--- config.mk ---
export PLATFORM = sky130hd
export DESIGN_NAME = irn_front_flat
export DESIGN_NICKNAME = d
export VERILOG_FILES = /design/src/rtl/core/image_rotate_nearest_defines.svh /design/src/rtl/core/irn_pkg.sv /design/src/rtl/core/irn_intf.sv /design/src/rtl/core/irn_front.sv /design/src/flat_wrapper.sv
export SDC_FILE = /design/constraint.sdc
export NUM_CORES = 1
export LEC_CHECK = 0
export BUFFER_PORTS_ARGS = -buffer_cell sky130_fd_sc_hd__buf_4
export CORE_UTILIZATION = 40
export DETAILED_ROUTE_END_ITERATION = 6
export PLACE_DENSITY = 0.73
export SYNTH_ARGS = -nofsm -noshare
export SYNTH_HDL_FRONTEND = slang
export SYNTH_SLANG_ARGS = --single-unit
export TNS_END_PERCENT = 5
--- constraint.sdc ---
create_clock -name clk_i -period 8.7 [get_ports clk_i]
set_input_delay 2.61 -clock clk_i [delete_from_list [all_inputs] [get_ports clk_i]]
set_output_delay 2.61 -clock clk_i [all_outputs]
set_load 0.01 [all_outputs]
--- src/rtl/core/image_rotate_nearest_defines.svh ---
// ----------------------------------------------------------------------------
// Image rotate assertion macros
// Shared concurrent assertion forms, clocked on clk_i with reset rst_ni.
// ----------------------------------------------------------------------------
`ifndef IMAGE_ROTATE_NEAREST_DEFINES_SVH
`define IMAGE_ROTATE_NEAREST_DEFINES_SVH

// Check a property outside of reset.
`define IRN_ASSERT(lbl, prop, msg) \
  lbl: assert property (@(posedge clk_i) disable iff (!rst_ni) prop) else $error(msg);

// Check a property at every edge, reset included.
`define IRN_ASSERT_ALWAYS(lbl, prop, msg) \
  lbl: assert property (@(posedge clk_i) prop) else $error(msg);

`endif

--- src/rtl/core/irn_pkg.sv ---
`timescale 1ns / 1ps
// ----------------------------------------------------------------------------
// Image rotate package
// Field widths, register codes, reset values and shared structs.
// ----------------------------------------------------------------------------
package irn_pkg;

  localparam int unsigned SIDE_W      = 10;
  localparam int unsigned POS_W       = 9;
  localparam int unsigned CTR_W       = 9;
  localparam int unsigned PIX_W       = 8;
  localparam int unsigned TRIG_W      = 16;
  localparam int unsigned CFG_IDX_W   = 2;
  localparam int unsigned CFG_DATA_W  = 16;
  localparam int unsigned QUEUE_DEPTH = 4;
  localparam int unsigned QPTR_W      = 2;

  localparam int unsigned MAX_SIDE_DEF  = 512;
  localparam int unsigned FRAC_BITS_DEF = 14;

  localparam logic KIND_LOAD  = 1'b0;
  localparam logic KIND_QUERY = 1'b1;

  localparam logic [SIDE_W-1:0]        HEIGHT_RST = 10'd512;
  localparam logic [SIDE_W-1:0]        WIDTH_RST  = 10'd512;
  localparam logic signed [TRIG_W-1:0] COS_RST    = 16'sd11585;
  localparam logic signed [TRIG_W-1:0] SIN_RST    = 16'sd11585;

  typedef enum logic [CFG_IDX_W-1:0] {
    REG_HEIGHT,
    REG_WIDTH,
    REG_COS,
    REG_SIN
  } reg_idx_e;

  // Class of a queued item: store write, in-frame query, query off the frame.
  typedef enum logic [1:0] {
    CLS_LOAD,
    CLS_QUERY,
    CLS_OFF
  } cls_e;

  typedef struct packed {
    cls_e               cls;
    logic [POS_W-1:0]   row;
    logic [POS_W-1:0]   col;
    logic [PIX_W-1:0]   pixel;
    logic [SIDE_W-1:0]  width;
  } item_t;

  typedef struct packed {
    logic [SIDE_W-1:0]        h;
    logic [SIDE_W-1:0]        w;
    logic [CTR_W-1:0]         ch;
    logic [CTR_W-1:0]         cw;
    logic signed [TRIG_W-1:0] cos_q14;
    logic signed [TRIG_W-1:0] sin_q14;
  } geom_t;

  typedef struct packed {
    logic  push;
    item_t item;
  } q_wr_t;

  typedef struct packed {
    logic  valid;
    item_t item;
  } q_rd_t;

endpackage

--- src/rtl/core/irn_intf.sv ---
`timescale 1ns / 1ps
// ----------------------------------------------------------------------------
// Image rotate channel interfaces
// Input item, result item and configuration write channels.
// ----------------------------------------------------------------------------
interface irn_in_if;
  import irn_pkg::*;
  logic             valid;
  logic             ready;
  logic             kind;
  logic [POS_W-1:0] row;
  logic [POS_W-1:0] col;
  logic [PIX_W-1:0] pixel_in;
  modport source(output valid, kind, row, col, pixel_in, input ready);
  modport sink(input valid, kind, row, col, pixel_in, output ready);
endinterface


interface irn_cfg_if;
  import irn_pkg::*;
  logic                  valid;
  logic                  ready;
  logic [CFG_IDX_W-1:0]  index;
  logic [CFG_DATA_W-1:0] data;
  modport source(output valid, index, data, input ready);
  modport sink(input valid, index, data, output ready);
endinterface

--- src/rtl/core/irn_front.sv ---
`timescale 1ns / 1ps
// ----------------------------------------------------------------------------
// Image rotate front end
// Holds configuration, clamps the frame size and classifies input items.
// ----------------------------------------------------------------------------
module irn_front #(
  parameter int unsigned MAX_SIDE = irn_pkg::MAX_SIDE_DEF
) (
  input  logic          clk_i,
  input  logic          rst_ni,
  irn_in_if.sink        in_i,
  irn_cfg_if.sink       cfg_i,
  input  logic          q_ready_i,
  output irn_pkg::q_wr_t q_wr_o,
  output irn_pkg::geom_t geom_o
);
  import irn_pkg::*;

  logic [SIDE_W-1:0]        height_q;
  logic [SIDE_W-1:0]        width_q;
  logic signed [TRIG_W-1:0] cos_q;
  logic signed [TRIG_W-1:0] sin_q;
  logic [SIDE_W-1:0]        h;
  logic [SIDE_W-1:0]        w;
  logic                     in_frame;

  function automatic logic [SIDE_W-1:0] clamp_side(input logic [SIDE_W-1:0] v);
    logic [SIDE_W-1:0] r;
    if (v == '0) begin
      r = SIDE_W'(1);
    end else if (32'(v) > MAX_SIDE) begin
      r = SIDE_W'(MAX_SIDE);
    end else begin
      r = v;
    end
    return r;
  endfunction

  assign cfg_i.ready = 1'b1;

  always_ff @(posedge clk_i or negedge rst_ni) begin
    if (!rst_ni) begin
      height_q <= HEIGHT_RST;
      width_q  <= WIDTH_RST;
      cos_q    <= COS_RST;
      sin_q    <= SIN_RST;
    end else if (cfg_i.valid && cfg_i.ready) begin
      unique case (reg_idx_e'(cfg_i.index))
        REG_HEIGHT: height_q <= cfg_i.data[SIDE_W-1:0];
        REG_WIDTH:  width_q  <= cfg_i.data[SIDE_W-1:0];
        REG_COS:    cos_q    <= $signed(cfg_i.data[TRIG_W-1:0]);
        REG_SIN:    sin_q    <= $signed(cfg_i.data[TRIG_W-1:0]);
      endcase
    end
  end

  assign h = clamp_side(height_q);
  assign w = clamp_side(width_q);

  assign geom_o.h       = h;
  assign geom_o.w       = w;
  assign geom_o.ch      = CTR_W'(h >> 1);
  assign geom_o.cw      = CTR_W'(w >> 1);
  assign geom_o.cos_q14 = cos_q;
  assign geom_o.sin_q14 = sin_q;

  assign in_frame = (SIDE_W'(in_i.row) < h) && (SIDE_W'(in_i.col) < w);
  assign in_i.ready = q_ready_i;

  // Drop loads off the frame; queries off the frame still owe a result.
  always_comb begin
    q_wr_o.item.row   = in_i.row;
    q_wr_o.item.col   = in_i.col;
    q_wr_o.item.pixel = in_i.pixel_in;
    q_wr_o.item.width = w;
    if (in_i.kind == KIND_QUERY) begin
      q_wr_o.push     = in_i.valid && q_ready_i;
      q_wr_o.item.cls = in_frame ? CLS_QUERY : CLS_OFF;
    end else begin
      q_wr_o.push     = in_i.valid && q_ready_i && in_frame;
      q_wr_o.item.cls = CLS_LOAD;
    end
  end

endmodule

--- src/flat_wrapper.sv ---
// flat-port wrapper written by rule: the top's interface ports become plain ports
module irn_front_flat import irn_pkg::*;
#(
  parameter int unsigned MAX_SIDE = irn_pkg::MAX_SIDE_DEF
)
  (clk_i, rst_ni, q_ready_i, q_wr_o, geom_o, in_i_valid, in_i_kind, in_i_row, in_i_col, in_i_pixel_in, in_i_ready, cfg_i_valid, cfg_i_index, cfg_i_data, cfg_i_ready);
  irn_in_if in_i_i ();
  irn_cfg_if cfg_i_i ();
  input  logic clk_i;
  input  logic rst_ni;
  input  logic q_ready_i;
  output irn_pkg::q_wr_t q_wr_o;
  output irn_pkg::geom_t geom_o;
  input wire logic [$bits(in_i_i.valid)-1:0] in_i_valid;
  input wire logic [$bits(in_i_i.kind)-1:0] in_i_kind;
  input wire logic [$bits(in_i_i.row)-1:0] in_i_row;
  input wire logic [$bits(in_i_i.col)-1:0] in_i_col;
  input wire logic [$bits(in_i_i.pixel_in)-1:0] in_i_pixel_in;
  output wire logic [$bits(in_i_i.ready)-1:0] in_i_ready;
  input wire logic [$bits(cfg_i_i.valid)-1:0] cfg_i_valid;
  input wire logic [$bits(cfg_i_i.index)-1:0] cfg_i_index;
  input wire logic [$bits(cfg_i_i.data)-1:0] cfg_i_data;
  output wire logic [$bits(cfg_i_i.ready)-1:0] cfg_i_ready;
  assign in_i_i.valid = in_i_valid;
  assign in_i_i.kind = in_i_kind;
  assign in_i_i.row = in_i_row;
  assign in_i_i.col = in_i_col;
  assign in_i_i.pixel_in = in_i_pixel_in;
  assign in_i_ready = in_i_i.ready;
  assign cfg_i_i.valid = cfg_i_valid;
  assign cfg_i_i.index = cfg_i_index;
  assign cfg_i_i.data = cfg_i_data;
  assign cfg_i_ready = cfg_i_i.ready;
  irn_front #(.MAX_SIDE(MAX_SIDE)) u_core (.clk_i(clk_i), .rst_ni(rst_ni), .in_i(in_i_i), .cfg_i(cfg_i_i), .q_ready_i(q_ready_i), .q_wr_o(q_wr_o), .geom_o(geom_o));
endmodule
==> summary.md <==
| Metric | Value |
|---|---|
| Status | finished clean |
| Std cell rows | 31 |
| Chip height | just under 90 um |
| Cells after synthesis | 263 |
| Clock slew at reported path FFs | 90 ps |
| Vias in the first global route | around 2100 |
| Reg-to-Reg Start | u_core.width_q[9] |
| Inst Count DP | approximately 440 |
| Worst slew margin | 0.418 |
| Syn-to-layout area delta | 29.0% |
| CORE AREA | slightly above 7000 um^2 |
| Grt ovf | 0 |
| Initial antenna violation count | 0 |
| DR WL/cell | approximately 15 um |
| Post-route insts no fill | 450 |
| Share of the yosys chip area belonging to registers | 0.439 |
| CP arrival | 4200 ps |
| Effective utilization at floorplan | 0.414 |
| Mapped Area | between 3000 and 4000 um^2 |
| Worst Tran Pin Value | 870 ps |
| WS Path Type | input pin to output port |
| Die area | ~7900 um^2 |
| CP Capture Type | output port |
| Die X | ~90 um |
| Worst hold path class | flip-flop to flip-flop |
| Share of cells above drive strength 1 | 0.630 |
| Pin count of the biggest net entering global routing | 53 |
| Clk sink count | between 50 and 60 |
| Leak | 0.00195 uW |
| Final Util | 0.534 |
| Worst skew pair latency | around 300 ps |
| Mapped Avg Cell Area | 11.4 um^2 |
| DP HPWL | 5430 um |
| Root buffer cell | clkbuf_8 |
| Post-DR vias/cell | roughly 4.8 |
| CTS Buffer Depth | 2 |
| Finish-stage setup viols | 0 |
| DR DRC count | 0 |
| H-tree levels | 2 |
| Buffers inserted by post-CTS timing repair | 0 |
| Resized Gates After CTS | 0 |
| First-pass GRT wire length | around 11000 um |
| Critical path peak fanout | 3 |
| RSZ-0062 raised after global routing | false |
| Yosys Warn Count | 0 |
| Worst Hold Depth | 1 |
| Final Total Pwr | roughly 800 uW |
| Power per cell area | approximately 210 nW/um^2 |
| Max Clk Rate | roughly 150 MHz |
| Diodes inserted | 0 |
| TritonCTS buffer count | 5 |
| Synthesized Nets | 329 |
| Final Max Slew Viols | 0 |
| # port buffers | between 100 and 150 |
| Detailed-route via count | 2160 |
| FF-to-FF setup slack | 7740 ps |
| Post-layout min period | about 6800 ps |
| Max IR drop VDD | ~0.12 mV |
| Routability cong. | 0.738 |
| Startpoint types | input pin |
| Initial DRC Count | 54 |
| Synth area leader | dfrtp_1 |
| Min-Delay Endpoint | u_core.sin_q[14] |
| NumNets Final | roughly 420 |
| WL final | 6850 um |
| CP required | ~6000 ps |
| FF+latch count, synth | 52 |
| GRT Overall Usage | 0.182 |
| Reg2reg end | u_core.width_q[9] |
| Post-synth top area share | 0.316 |
| Hold Vio Cnt, Final | 0 |
| CTS tree | done |
| Maxcap violations | 0 |
| Setup TNS Final | 0 ps |
| Drt first pass iters | 4 |
| Io pins | 161 |
| Hold Path Origin | u_core.sin_q[14] |
| Dominant cells by area after synthesis | dfrtp_1, mux2_2, buf_4, dfstp_2, ha_1 |
| Hold-fix buffers at CTS | 0 |
| Distinct cells, synth | 29 |
| Clock skew | 0 ps |
| Final antenna-violating net count | 0 |
| Worst Reg-to-Reg Cells | 1 |
| Final Cycle Share | 0.783 |
[worst max-delay path by stage]
stage	from	end	slack, ps	depth (start not counted)
after floorplan	in_i_row[5]	q_wr_o[38]	2210	6
after global placement	in_i_row[5]	q_wr_o[37]	1920	8
after detailed placement	in_i_row[5]	q_wr_o[37]	1900	8
after CTS	in_i_row[3]	q_wr_o[37]	1880	8
after global routing	in_i_row[5]	q_wr_o[37]	1800	8
final	in_i_row[3]	q_wr_o[37]	1890	8
[where the power goes]
part           switching (uW)  internal, uW
clock                    78.3          94.1
combinational             137           170
sequential               35.7           297
[area by class of cell]
cell class              instances  area, um^2
clock inverters                 2        38.8
multi-input cells             128        1160
inverters                      19        71.3
fillers                       619        3380
repair buffers                144        1080
well taps                      99         124
flip-flops and latches         52        1320
clock buffers                   6        82.6
[cell usage in the layout, fill, tap and decap left out, types with 3 or more instances in the layout]
cell | synthesis | routed
dfrtp_1 | 38 | 38
dfstp_2 | 14 | 14
mux2_2 | 52 | 52
nor3b_1 | 4 | 4
buf_4 | 56 | 144
inv_1 | 19 | 19
nand2_1 | 4 | 4
nor2_1 | 5 | 5
nand2b_1 | 15 | 15
ha_1 | 16 | 16
clkbuf_8 | 0 | 6
nor4_1 | 3 | 3
a21oi_1 | 9 | 9
[stage by stage]
stage / hold slack, ps / worst slack, ps / instance area [um^2]
after floorplan: 480 / 2210 / 3010
after global placement: 489 / 1920 / 3750
after detailed placement: 497 / 1900 / 3750
after CTS: 519 / 1880 / 3880
after global routing: 536 / 1800 / 3880
final: 513 / 1890 / 3880
[sequential cells by signal, indices dropped and copies added (netlist names)]
| name | flops |
|---|---|
| u_core.cos_q | 16 |
| u_core.height_q | 10 |
| u_core.width_q | 10 |
| u_core.sin_q | 16 |
[Yosys cell counts]
cell type / instances
or3_1: 1
nand4b_1: 1
nand2b_1: 15
nand3b_1: 2
nand3_1: 1
clkbuf_1: 4
nor4_1: 3
nand4_1: 2
nand2_1: 4
buf_2: 4
o41ai_1: 1
a21oi_1: 9
o21ai_0: 2
o22ai_1: 1
conb_1: 1
a2111oi_2: 1
o21ai_1: 1
and4b_1: 1
buf_4: 56
dfstp_2: 14
nor3b_1: 4
or2b_1: 2
mux2_2: 52
dfrtp_1: 38
nor2_1: 5
ha_1: 16
and2_1: 1
inv_1: 19
nor4_2: 2
[kinds of logic (layout without fill, tap and decap cells)]
group                      count (synthesis)  count (layout)  synth area share
adders and majority gates                 16              16            0.0666
muxes                                     52              52             0.195
buffers and inverters                     83             171             0.175
AOI/OAI and AO/OA                         15              15            0.0300
and+or+nand+nor                           44              44            0.0933
DFF                                       52              52             0.439
other                                      1               1           0.00125
[worst max-delay path, stage by stage]
cell	delay (ps)
buf_4	120
ha_1	300
a21oi_1	140
o21ai_0	110
a2111oi_2	370
nand4_1	190
and2_1	230
buf_4	130
[metal layers]
| metal | vias up | share of wire | GRT usage |
|---|---|---|---|
| li1 | 1003 | - | - |
| met1 | 1033 | 0.41 | 0.226 |
| met2 | 108 | 0.47 | 0.291 |
| met3 | 16 | 0.089 | 0.0606 |
| met4 | 0 | 0.026 | 0.0762 |
| met5 | - | 0 | 0 |
Power figures use the tool's default switching activity.
