`config.mk`:
```
export PLATFORM = sky130hd
export DESIGN_NAME = irn_queue
export DESIGN_NICKNAME = d
export VERILOG_FILES = /design/src/rtl/core/image_rotate_nearest_defines.svh /design/src/rtl/core/irn_pkg.sv /design/src/rtl/core/irn_queue.sv
export SDC_FILE = /design/constraint.sdc
export NUM_CORES = 1
export LEC_CHECK = 0
export BUFFER_PORTS_ARGS = -buffer_cell sky130_fd_sc_hd__buf_4
export CELL_PAD_IN_SITES_DETAIL_PLACEMENT = 1
export CELL_PAD_IN_SITES_GLOBAL_PLACEMENT = 1
export CORE_MARGIN = 3
export CORE_UTILIZATION = 45
export CTS_CLUSTER_SIZE = 30
export DETAILED_ROUTE_END_ITERATION = 6
export PLACE_DENSITY_LB_ADDON = 0.15
export SYNTH_ARGS = -nofsm -noshare
export SYNTH_HDL_FRONTEND = slang
export SYNTH_SLANG_ARGS = --single-unit
```
`constraint.sdc`:
```
create_clock -name clk_i -period 1.9 [get_ports clk_i]
set_input_delay 0.19 -clock clk_i [delete_from_list [all_inputs] [get_ports clk_i]]
set_output_delay 0.19 -clock clk_i [all_outputs]
set_load 0.05 [all_outputs]
```
`src/rtl/core/image_rotate_nearest_defines.svh`:
```
// ----------------------------------------------------------------------------
// Image rotate assertion macros
// Shared concurrent assertion forms, clocked on clk_i with reset rst_ni.
// ----------------------------------------------------------------------------
`ifndef IMAGE_ROTATE_NEAREST_DEFINES_SVH
`define IMAGE_ROTATE_NEAREST_DEFINES_SVH

// Check a property outside of reset.
`define IRN_ASSERT(lbl, prop, msg) \
  lbl: assert property (@(posedge clk_i) disable iff (!rst_ni) prop) else $error(msg);

// Check a property at every edge, reset included.
`define IRN_ASSERT_ALWAYS(lbl, prop, msg) \
  lbl: assert property (@(posedge clk_i) prop) else $error(msg);

`endif

```
`src/rtl/core/irn_pkg.sv`:
```
`timescale 1ns / 1ps
// ----------------------------------------------------------------------------
// Image rotate package
// Field widths, register codes, reset values and shared structs.
// ----------------------------------------------------------------------------
package irn_pkg;

  localparam int unsigned SIDE_W      = 10;
  localparam int unsigned POS_W       = 9;
  localparam int unsigned CTR_W       = 9;
  localparam int unsigned PIX_W       = 8;
  localparam int unsigned TRIG_W      = 16;
  localparam int unsigned CFG_IDX_W   = 2;
  localparam int unsigned CFG_DATA_W  = 16;
  localparam int unsigned QUEUE_DEPTH = 4;
  localparam int unsigned QPTR_W      = 2;

  localparam int unsigned MAX_SIDE_DEF  = 512;
  localparam int unsigned FRAC_BITS_DEF = 14;

  localparam logic KIND_LOAD  = 1'b0;
  localparam logic KIND_QUERY = 1'b1;

  localparam logic [SIDE_W-1:0]        HEIGHT_RST = 10'd512;
  localparam logic [SIDE_W-1:0]        WIDTH_RST  = 10'd512;
  localparam logic signed [TRIG_W-1:0] COS_RST    = 16'sd11585;
  localparam logic signed [TRIG_W-1:0] SIN_RST    = 16'sd11585;

  typedef enum logic [CFG_IDX_W-1:0] {
    REG_HEIGHT,
    REG_WIDTH,
    REG_COS,
    REG_SIN
  } reg_idx_e;

  // Class of a queued item: store write, in-frame query, query off the frame.
  typedef enum logic [1:0] {
    CLS_LOAD,
    CLS_QUERY,
    CLS_OFF
  } cls_e;

  typedef struct packed {
    cls_e               cls;
    logic [POS_W-1:0]   row;
    logic [POS_W-1:0]   col;
    logic [PIX_W-1:0]   pixel;
    logic [SIDE_W-1:0]  width;
  } item_t;

  typedef struct packed {
    logic [SIDE_W-1:0]        h;
    logic [SIDE_W-1:0]        w;
    logic [CTR_W-1:0]         ch;
    logic [CTR_W-1:0]         cw;
    logic signed [TRIG_W-1:0] cos_q14;
    logic signed [TRIG_W-1:0] sin_q14;
  } geom_t;

  typedef struct packed {
    logic  push;
    item_t item;
  } q_wr_t;

  typedef struct packed {
    logic  valid;
    item_t item;
  } q_rd_t;

endpackage

```
`src/rtl/core/irn_queue.sv`:
```
`timescale 1ns / 1ps
// ----------------------------------------------------------------------------
// Image rotate item queue
// Short FIFO that decouples the front end from the back-end pipeline.
// ----------------------------------------------------------------------------
module irn_queue (
  input  logic           clk_i,
  input  logic           rst_ni,
  input  irn_pkg::q_wr_t q_wr_i,
  output logic           ready_o,
  output irn_pkg::q_rd_t q_rd_o,
  input  logic           pop_i
);
  import irn_pkg::*;

  item_t             entry_q [QUEUE_DEPTH];
  logic [QPTR_W-1:0] wr_ptr_q;
  logic [QPTR_W-1:0] rd_ptr_q;
  logic [QPTR_W:0]   count_q;

  assign ready_o      = (count_q != (QPTR_W + 1)'(QUEUE_DEPTH));
  assign q_rd_o.valid = (count_q != '0);
  assign q_rd_o.item  = entry_q[rd_ptr_q];

  always_ff @(posedge clk_i) begin
    if (q_wr_i.push) begin
      entry_q[wr_ptr_q] <= q_wr_i.item;
    end
  end

  always_ff @(posedge clk_i or negedge rst_ni) begin
    if (!rst_ni) begin
      wr_ptr_q <= '0;
      rd_ptr_q <= '0;
      count_q  <= '0;
    end else begin
      if (q_wr_i.push) begin
        wr_ptr_q <= wr_ptr_q + QPTR_W'(1);
      end
      if (pop_i) begin
        rd_ptr_q <= rd_ptr_q + QPTR_W'(1);
      end
      if (q_wr_i.push && !pop_i) begin
        count_q <= count_q + (QPTR_W + 1)'(1);
      end else if (pop_i && !q_wr_i.push) begin
        count_q <= count_q - (QPTR_W + 1)'(1);
      end
    end
  end

endmodule

```
==> flow_summary.ini, run 1 <==
[die]
die_h_um = 120.8
fp-row-count = 41
start_util_pct = 46.58
core_region_area_um2 = 12720
io_pins = 82
fp.dieW_um = 120.8
die_area_um2 = 14580

[setup_path]
crit_path_start_kind = flop
crit_buf_inv = 3
worstPathArrival_ns = 1.79
cp.required_ns = 1.71
critical_path.max_fanout = 5
worst_path_max_delay_cell = mux4_2
crit_family = multiplexers
crit_path_end_kind = primary output
crit_chain = buf_4 > clkbuf_16 > mux4_2 > buf_6
crit_type = reg -> out
cpPeakStageDelay_ns = 0.50
r2r_setup_slack_ns = 0.34

[grt]
grt-ovfl-total = 0
grt_pass1_vias = 3105
grt_pass1_wl_um = 17770
grt_usage_pct = 16.90
grt_max_degree = 28
grt_antenna_before_repair = 0

[cts]
clockBufferDepth = 2
clk_latency_ns = 0.41
cts_root_buf = clkbuf_16
clkTransAtPathRegs_ns = 0.06
h-tree-depth = 4
cts-buffers-inserted = 17
cts_tree = done
clock-sinks = 159

[placement]
io_buffers = 81
dp_hpwl_um = 6690
placed_area_um2 = 6820
gp_congestion = 0.6555

[cells_and_area]
fill_cells = 1103
fin_nets = 435
final_area_um2 = 8090
antennaDiodeCount = 0
drive_above_1_share_pct = 43.58
area_delta_synth_final_pct = 36.53

[timing]
finalHoldViolations = 0
slew_headroom_pct = 75.15
fin_setup_tns_ns = -2.035
rsz0062_at_grt = yes
slew_viol_final = 0
worst_slack_ns = -0.07841
period_minus_slack_ns = 1.978
clock_skew_ns = 0.003774
setup_viol = 38
post-route-period-util_pct = 104.1
worst_slew_pin_slew_ns = 0.3728
fmax_mhz = 505.5

[job]
maxCapViolCount = 0

[synth]
synth.cell_area_um2 = 5926
ys.flop_type = edfxtp_1
synth_seq_cells = 159
synth.avg_cell_area_um2 = 25.32
synth-edff-count = 152
yosysMostFrequentCell = edfxtp_1
synth_warnings = 0
synth_cell_types = 18
syn_inst = 234
syn_nets = 282
synth_common_cells = edfxtp_1 (152), mux4_2 (38), dfrtp_1 (7), ha_1 (5)
yosysSeqAreaShare_pct = 79.98
async_flop_share_pct = 4.403
ys_top_cells_by_area = edfxtp_1 (77%), mux4_2 (14%), dfrtp_1 (3.0%)
synth_top_area_share_pct = 77.03
yosysTopAreaCell = edfxtp_1

[pwr]
combPwrFrac_pct = 43.9
peakVddDrop_v = 0.0007129
p_sw_mw = 5.027
seqPwrFrac_pct = 33.6
p_int_mw = 9.292
leakagePower_nw = 2.891
p_sw_share_pct = 35.11
pwr-share-clk_pct = 22.5
p_per_area_nw_per_um2 = 1770

[hold_path]
hold_class = in -> reg

[drt]
dr.pass1.iters = 4
vias = 2852
drt-wirelength-per-cell_um = 20.30
vias_per_cell = 5.012
drt_iter0_drc = 238
drcViolationCount = 0
drtAntennaViolNets = 0
wirelength_um = 11550

[status]
outcome = complete, but fails checks
violations = negative setup slack
logic make-up after synthesis:
kind of cell / Yosys count / share of synthesized area, %
DFF: 159 / 79.98
muxes: 39 / 14.63
buffers and inverters: 13 / 2.175
and+or+nand+nor: 10 / 0.8446
xor gates and xnor gates: 6 / 0.8868
adders and majority gates: 6 / 1.394
AOI/OAI and AO/OA: 1 / 0.08438
state kept, by name, indices dropped and copies added, names as in the netlist:
name and cells:
rd_ptr_q 2, wr_ptr_q 2, count_q 3, entry_q 152
layer usage:
layer  GRT usage (%)  vias to the layer above  share of wire [%]
met3           4.350                       11                4.9
met4           6.586                        0                1.2
met5               0                        -                  0
met2           27.24                       72                 51
li1                -                     1283                  -
met1           22.28                     1486                 43
timing repair:
action	CTS	global route
hold endpoints to repair	160	0
hold buffers	40	0
buffers inserted	5	0
setup endpoints to repair	38	38
resized for setup	40	1
gates cloned	2	3
metrics by stage:
| step | worst slack [ns] | hold WS, ns | cells | util, % | total power [mW] |
|---|---|---|---|---|---|
| 5_1_grt | -0.1578 | 0.01402 | 569 | 63.59 | 14.94 |
| 3_5_place_dp | 0.3116 | 0.01023 | 490 | 53.61 | 10.30 |
| 2_1_floorplan | 0.04101 | -0.1056 | 234 | - | 8.760 |
| 3_3_place_gp | 0.3248 | 0.009432 | 490 | 53.61 | 10.22 |
| 4_1_cts | -0.09973 | 0.007186 | 566 | 62.97 | 14.30 |
| 6_report | -0.07841 | 0.02081 | 569 | 63.59 | 14.32 |
power by group through the flow:
stage | clock [mW] | sequential, mW | combinational (mW)
after floorplan | 0 | 4.80 | 3.96
after global placement | 0 | 4.85 | 5.37
after detailed placement | 0 | 4.89 | 5.41
after CTS | 3.30 | 4.81 | 6.19
after global routing | 3.46 | 4.87 | 6.61
final | 3.22 | 4.81 | 6.28
cell type report:
| class | instances | area [um^2] | share of cell area (%) |
|---|---|---|---|
| clock inverter | 10 | 122.6 | 1.516 |
| multi-input combinational | 62 | 1062 | 13.13 |
| tap | 172 | 215.2 | 2.660 |
| inverter | 4 | 15.01 | 0.1856 |
| sequential | 159 | 4742 | 58.61 |
| clock buffer | 19 | 432.9 | 5.351 |
| timing repair buffer | 143 | 1500 | 18.54 |
final timing paths:
kind	startpoint	end	cells after the start
min in group asynchronous	rst_ni	count_q[2]	2
worst min register to register	count_q[2]	count_q[2]	1
max in group asynchronous	rst_ni	rd_ptr_q[0]	2
worst max register to register	wr_ptr_q[0]	entry_q[0][26]	4
worst min-delay path	q_wr_i[38]	wr_ptr_q[0]	2
worst max-delay path	rd_ptr_q[0]	q_rd_o[17]	4
placed cells by master, fill, tap and decap left out:
master,instances
and2_2,4
buf_12,7
buf_16,2
buf_4,53
buf_6,37
buf_8,1
bufinv_16,3
clkbuf_1,2
clkbuf_16,20
clkinv_1,2
clkinv_2,5
dfrtp_1,5
dfrtp_2,2
dlygate4sd3_1,40
edfxtp_1,152
fa_1,1
ha_1,5
inv_1,4
mux2_2,1
mux4_2,38
nand2_1,3
nor2_1,2
o21ai_0,1
or3_1,1
xnor2_1,2
xor2_1,4
Note: power is estimated with default switching activity, not from simulation.
==> run 2, diff against run 1 <==
Settings changed: ABC_AREA from default to 1, CORE_UTILIZATION 45 to 43, TNS_END_PERCENT from default to 30.
==> run 2 against run 1 <==
Net effect:
- the run still ends with negative setup slack left
- clock-buffer cell count shrank 2
- largest cell class unchanged
- critical endpoint is now q_rd_o[32]
- hold slack gained 0.0053 ns
- power grew 17%
- largest power group unchanged
==> flow_summary.ini, run 2 <==
[grt]
grt_pass1_vias = 4672
grt_pass1_wl_um = 24390
grt_max_degree = 33
grt-ovfl-total = 0
grt_usage_pct = 19.47
grt_antenna_before_repair = 0

[drt]
drt-wirelength-per-cell_um = 19.60
wirelength_um = 16310
drtAntennaViolNets = 0
vias = 4253
vias_per_cell = 5.112
drcViolationCount = 0
dr.pass1.iters = 4
drt_iter0_drc = 259

[synth]
synth-edff-count = 152
async_flop_share_pct = 4.403
synth_seq_cells = 159
ys_top_cells_by_area = edfxtp_1 (69%), nand2_1 (7.1%), o211ai_2 (5.5%)
synth_warnings = 0
synth_top_area_share_pct = 69.16
synth.cell_area_um2 = 6600
syn_nets = 540
synth_common_cells = edfxtp_1 (152), nand2_1 (125), inv_1 (89), o211ai_1 (47), o211ai_2 (29)
yosysMostFrequentCell = edfxtp_1
ys.flop_type = edfxtp_1
synth.avg_cell_area_um2 = 13.41
syn_inst = 492
yosysTopAreaCell = edfxtp_1
yosysSeqAreaShare_pct = 71.81
synth_cell_types = 20

[placement]
post-place-ws_ns = 0.2803
gp_congestion = 0.7006
placed_area_um2 = 7480
dp_hpwl_um = 8774
place_inst = 746
io_buffers = 81

[timing]
slew_viol_final = 0
fmax_mhz = 502.5
finalHoldViolations = 0
slew_headroom_pct = 75.06
worst_slew_pin_slew_ns = 0.3741
worst_slack_ns = -0.09017
rsz0062_at_grt = yes
period_minus_slack_ns = 1.990
post-route-period-util_pct = 104.7
clock_skew_ns = 0.008258
fin_setup_tns_ns = -1.771
setup_viol = 36

[cts]
clockBufferDepth = 2
cts-buffers-inserted = 17
cts_root_buf = clkbuf_16
clk_latency_ns = 0.43
cts_tree = done
clock-sinks = 159
h-tree-depth = 4
clkTransAtPathRegs_ns = 0.06

[setup_path]
timing.rr.end = entry_q[2][9]
cp.required_ns = 1.71
crit_path_start_kind = flop
crit_family = flip-flops
crit_chain = buf_12 > buf_12 > nand2_1 > o211ai_1 > nand2_1 > buf_6
r2r-start = wr_ptr_q[0]
cpPeakStageDelay_ns = 0.55
worstPathArrival_ns = 1.80
crit_path_end_kind = primary output
reg2reg_depth = 5
worst_path_max_delay_cell = dfrtp_4
critical_path.max_fanout = 23
r2r_setup_slack_ns = 0.37
crit_buf_inv = 3
crit_type = reg -> out

[cells_and_area]
fin_nets = 683
fin_cells = 832
largest_reg_flops = 152
area_delta_synth_final_pct = 35.18
top_regs = entry_q (152), count_q (3)
final_area_um2 = 8922
regMostFlops = entry_q
final_common_cell = edfxtp_1
drive_above_1_share_pct = 27.93
final_cell_mix = edfxtp_1 (152), nand2_1 (120), inv_1 (85)
antennaDiodeCount = 0

[die]
io_pins = 82
start_util_pct = 44.73
fp-row-count = 44
die_h_um = 129.9
fp.dieW_um = 129.9
die_area_um2 = 16870
core_region_area_um2 = 14750

[pwr]
p_per_area_nw_per_um2 = 1870
leakagePower_nw = 3.663
peakVddDrop_v = 0.0008213

[hold_path]
hold_class = in -> reg
holdPathEnd = wr_ptr_q[1]
min_from = q_wr_i[38]
hold_depth = 2

[status]
violations = negative setup slack
outcome = complete, but fails checks

[job]
maxCapViolCount = 0
==> run 2: cell count changes in the layout (fill, tap and decap cells not counted), sizes merged, moves of 3 or more <==
cell,before,now
and2,4,0
buf,100,106
clkinvlp,0,3
inv,4,90
mux4,38,0
nand2,3,125
nand3,0,3
o211ai,0,76
==> run 2: worst max-delay path by stage <==
stage                start             to  slack [ns]  cells past startpoint
6_report       rd_ptr_q[0]     q_rd_o[32]       -0.09                      6
3_5_place_dp   rd_ptr_q[0]     q_rd_o[21]        0.28                      5
3_3_place_gp   rd_ptr_q[0]     q_rd_o[21]        0.32                      5
4_1_cts        rd_ptr_q[0]     q_rd_o[29]       -0.09                      6
5_1_grt        rd_ptr_q[0]     q_rd_o[33]       -0.15                      5
2_1_floorplan  wr_ptr_q[0]  entry_q[0][0]        0.09                      4
==> run 2: layer usage <==
layer / GRT usage (%) / up-vias / part of all wire, %
met5: 0 / - / 0
met4: 6.540 / 0 / 1.6
met3: 5.076 / 19 / 3.3
met2: 35.49 / 81 / 55
met1: 22.22 / 2167 / 41
li1: - / 1986 / -
==> run 2: cell families (layout without fill, tap and decap cells) <==
family	count (synthesis)	after routing	synth area share [%]
simple gates	129	129	7.431
xor+xnor	4	4	0.5309
compound gates	78	78	11.00
flops	159	159	71.81
fa+ha+maj	6	6	1.251
buf+inv	116	272	7.981
==> run 2: layout make-up <==
cell class | instances | area (um^2)
flip-flops and latches | 159 | 4745
well taps | 184 | 230.2
multi-input cells | 217 | 1355
repair buffers | 150 | 1634
fillers | 1421 | 5832
clock buffers | 17 | 425.4
clock inverters | 15 | 195.2
inverters | 90 | 337.8
==> run 2: worst reg2reg max path, stage by stage, from the launching register on <==
cell and delay (ns):
dfrtp_1 0.43, inv_1 0.11, ha_1 0.15, nand2_1 0.06
inv_2 0.22, buf_12 0.23
==> run 2: report_power, final <==
| group | leakage [nW] | switching (mW) | internal (mW) | total [mW] |
|---|---|---|---|---|
| combinational | 1.89 | 5.24 | 3.00 | 8.24 |
| clock | 0.294 | 1.38 | 2.19 | 3.57 |
| sequential | 1.48 | 0.271 | 4.61 | 4.88 |
==> run 2: repair_timing <==
item	4_1_cts	5_1_grt
endpoints found under the setup margin	33	38
resized for setup	40	16
buffers inserted	5	5
gates cloned	3	3
endpoints found under the hold margin	160	0
hold buffers	40	0
pin swaps	14	33
==> run 2: through the flow <==
step | util, % | hold WS [ns] | total power [mW]
6_report | 60.47 | 0.02612 | 16.68
5_1_grt | 60.47 | 0.02403 | 17.45
4_1_cts | 59.53 | 0.01149 | 16.36
3_5_place_dp | 50.70 | 0.01918 | 11.83
3_3_place_gp | 50.70 | 0.01574 | 11.63
2_1_floorplan | - | -0.1056 | 9.752
==> run 3, diff against run 2 <==
Settings changed: BUFFER_PORTS_ARGS -buffer_cell sky130_fd_sc_hd__buf_4 to default, CORE_UTILIZATION 43 to 45, DONT_BUFFER_PORTS from default to 1.
==> run 3 against run 2 <==
Net effect:
- global-route usage is 0.80 points lower
- fmax decreased by 0.58%
- clock skew grew 0.0015 ns
- utilization grew 2.3 points
- clock power decreased by 2%
- clock-buffer cell count increased by 1
- the flow still finishes with violations (negative setup slack)
- sequential power fell by 0.8%
- critical path type unchanged
==> flow_summary.ini, run 3 (same netlist as run 2, synthesis figures left out) <==
[timing]
worst_slack_ns = -0.1018
setup_viol = 30
clock_skew_ns = 0.009751
post-route-period-util_pct = 105.4
finalHoldViolations = 0
slew_headroom_pct = 62.12
period_minus_slack_ns = 2.002
slew_viol_final = 0
rsz0062_at_grt = yes
fmax_mhz = 499.5
worst_slew_pin_slew_ns = 0.5666

[placement]
place_inst = 697
gp_congestion = 0.7049
dp_hpwl_um = 8202
placed_area_um2 = 7625
io_buffers = 0

[setup_path]
critical_path.max_fanout = 9
crit_path_start_kind = flop
crit_type = reg -> out
r2r_setup_slack_ns = 0.51
cp.required_ns = 1.71
worstPathArrival_ns = 1.81
crit_path_end_kind = primary output

[die]
fp.dieW_um = 127.1
start_util_pct = 46.82
core_region_area_um2 = 14100
die_h_um = 127.1
die_area_um2 = 16160
io_pins = 82
fp-row-count = 43

[drt]
wirelength_um = 15320
drt_iter0_drc = 136
drt-wirelength-per-cell_um = 19.67
vias = 3970
drtAntennaViolNets = 0
dr.pass1.iters = 4
vias_per_cell = 5.096
drcViolationCount = 0

[cts]
cts_root_buf = clkbuf_16
clock-sinks = 159
clk_latency_ns = 0.42
clkTransAtPathRegs_ns = 0.06
clockBufferDepth = 2
cts-buffers-inserted = 17
h-tree-depth = 4
cts_tree = done

[status]
outcome = complete, but fails checks
violations = negative setup slack

[cells_and_area]
regMostFlops = entry_q
largest_reg_flops = 152
area_delta_synth_final_pct = 34.12
final_area_um2 = 8852
top_regs = entry_q (152), count_q (3)
fin_nets = 635
antennaDiodeCount = 0
drive_above_1_share_pct = 22.04
final_cell_mix = edfxtp_1 (152), nand2_1 (119), inv_1 (85)
fin_cells = 779
final_common_cell = edfxtp_1

[grt]
grt_usage_pct = 18.67
grt-ovfl-total = 0
grt_pass1_wl_um = 22710
grt_antenna_before_repair = 0
grt_max_degree = 43
grt_pass1_vias = 4229

[pwr]
peakVddDrop_v = 0.001539
p_per_area_nw_per_um2 = 2001
leakagePower_nw = 3.547

[job]
maxCapViolCount = 0

[hold_path]
hold_class = in -> reg
[run 3: cell type report]
class / count / area [um^2]
Timing Repair Buffer: 102 / 1594
Clock buffer: 18 / 429.2
Inverter: 90 / 340.3
Sequential cell: 159 / 4745
Clock inverter: 13 / 170.2
Fill cell: 1342 / 5244
Multi-Input combinational cell: 217 / 1349
Tap cell: 180 / 225.2
[run 3: metrics by stage]
| step | hold slack (ns) | setup TNS [ns] | setup WS (ns) | power, mW | utilization (%) |
|---|---|---|---|---|---|
| 6_report | 0.02220 | -1.056 | -0.1018 | 17.71 | 62.80 |
| 3_5_place_dp | -0.1051 | 0 | 0.3010 | 13.59 | 54.09 |
| 2_1_floorplan | -0.1056 | 0 | 0.08618 | 9.752 | - |
| 3_3_place_gp | -0.1050 | 0 | 0.3662 | 13.41 | 54.09 |
| 5_1_grt | 0.02078 | -3.361 | -0.1342 | 18.46 | 62.80 |
| 4_1_cts | 0.001080 | -0.7747 | -0.07048 | 17.37 | 61.62 |
[run 3: repair_timing]
item | CTS | global route
hold buffers | 41 | 0
setup buffers | 1 | 2
pin swaps | 27 | 46
gates cloned | 1 | 6
gates resized for setup | 5 | 6
endpoints found under the setup margin | 38 | 38
hold endpoints to repair | 163 | 0
[run 3: routing by layer]
layer | routed length, um | track usage (%) | up-vias
li1 | - | - | 1896
met3 | 451 | 3.679 | 23
met4 | 326 | 7.760 | 0
met5 | 0 | 0 | -
met2 | 8342 | 33.16 | 77
met1 | 6200 | 22.22 | 1974
[run 3: power by group]
group          total [mW]  switching, mW  internal, mW
Sequential           4.84          0.236          4.61
Clock                3.49           1.32          2.17
Combinational        9.38           5.42          3.96
[run 3: worst paths after layout]
check / startpoint / end / depth (start not counted)
worst max-delay path: rd_ptr_q[0] / q_rd_o[1] / 5
worst min-delay path: q_wr_i[38] / count_q[0] / 2
worst max register to register: wr_ptr_q[0] / entry_q[0][15] / 5
worst min register to register: count_q[2] / count_q[2] / 2
max in group asynchronous: rst_ni / rd_ptr_q[0] / 1
min in group asynchronous: rst_ni / count_q[0] / 1
[run 3: critical path: stages, from the launching register on]
cell       delay (ns)
dfrtp_4          0.50
buf_12           0.17
clkbuf_16        0.16
o211ai_1         0.23
nand2_1          0.15
buf_12           0.18
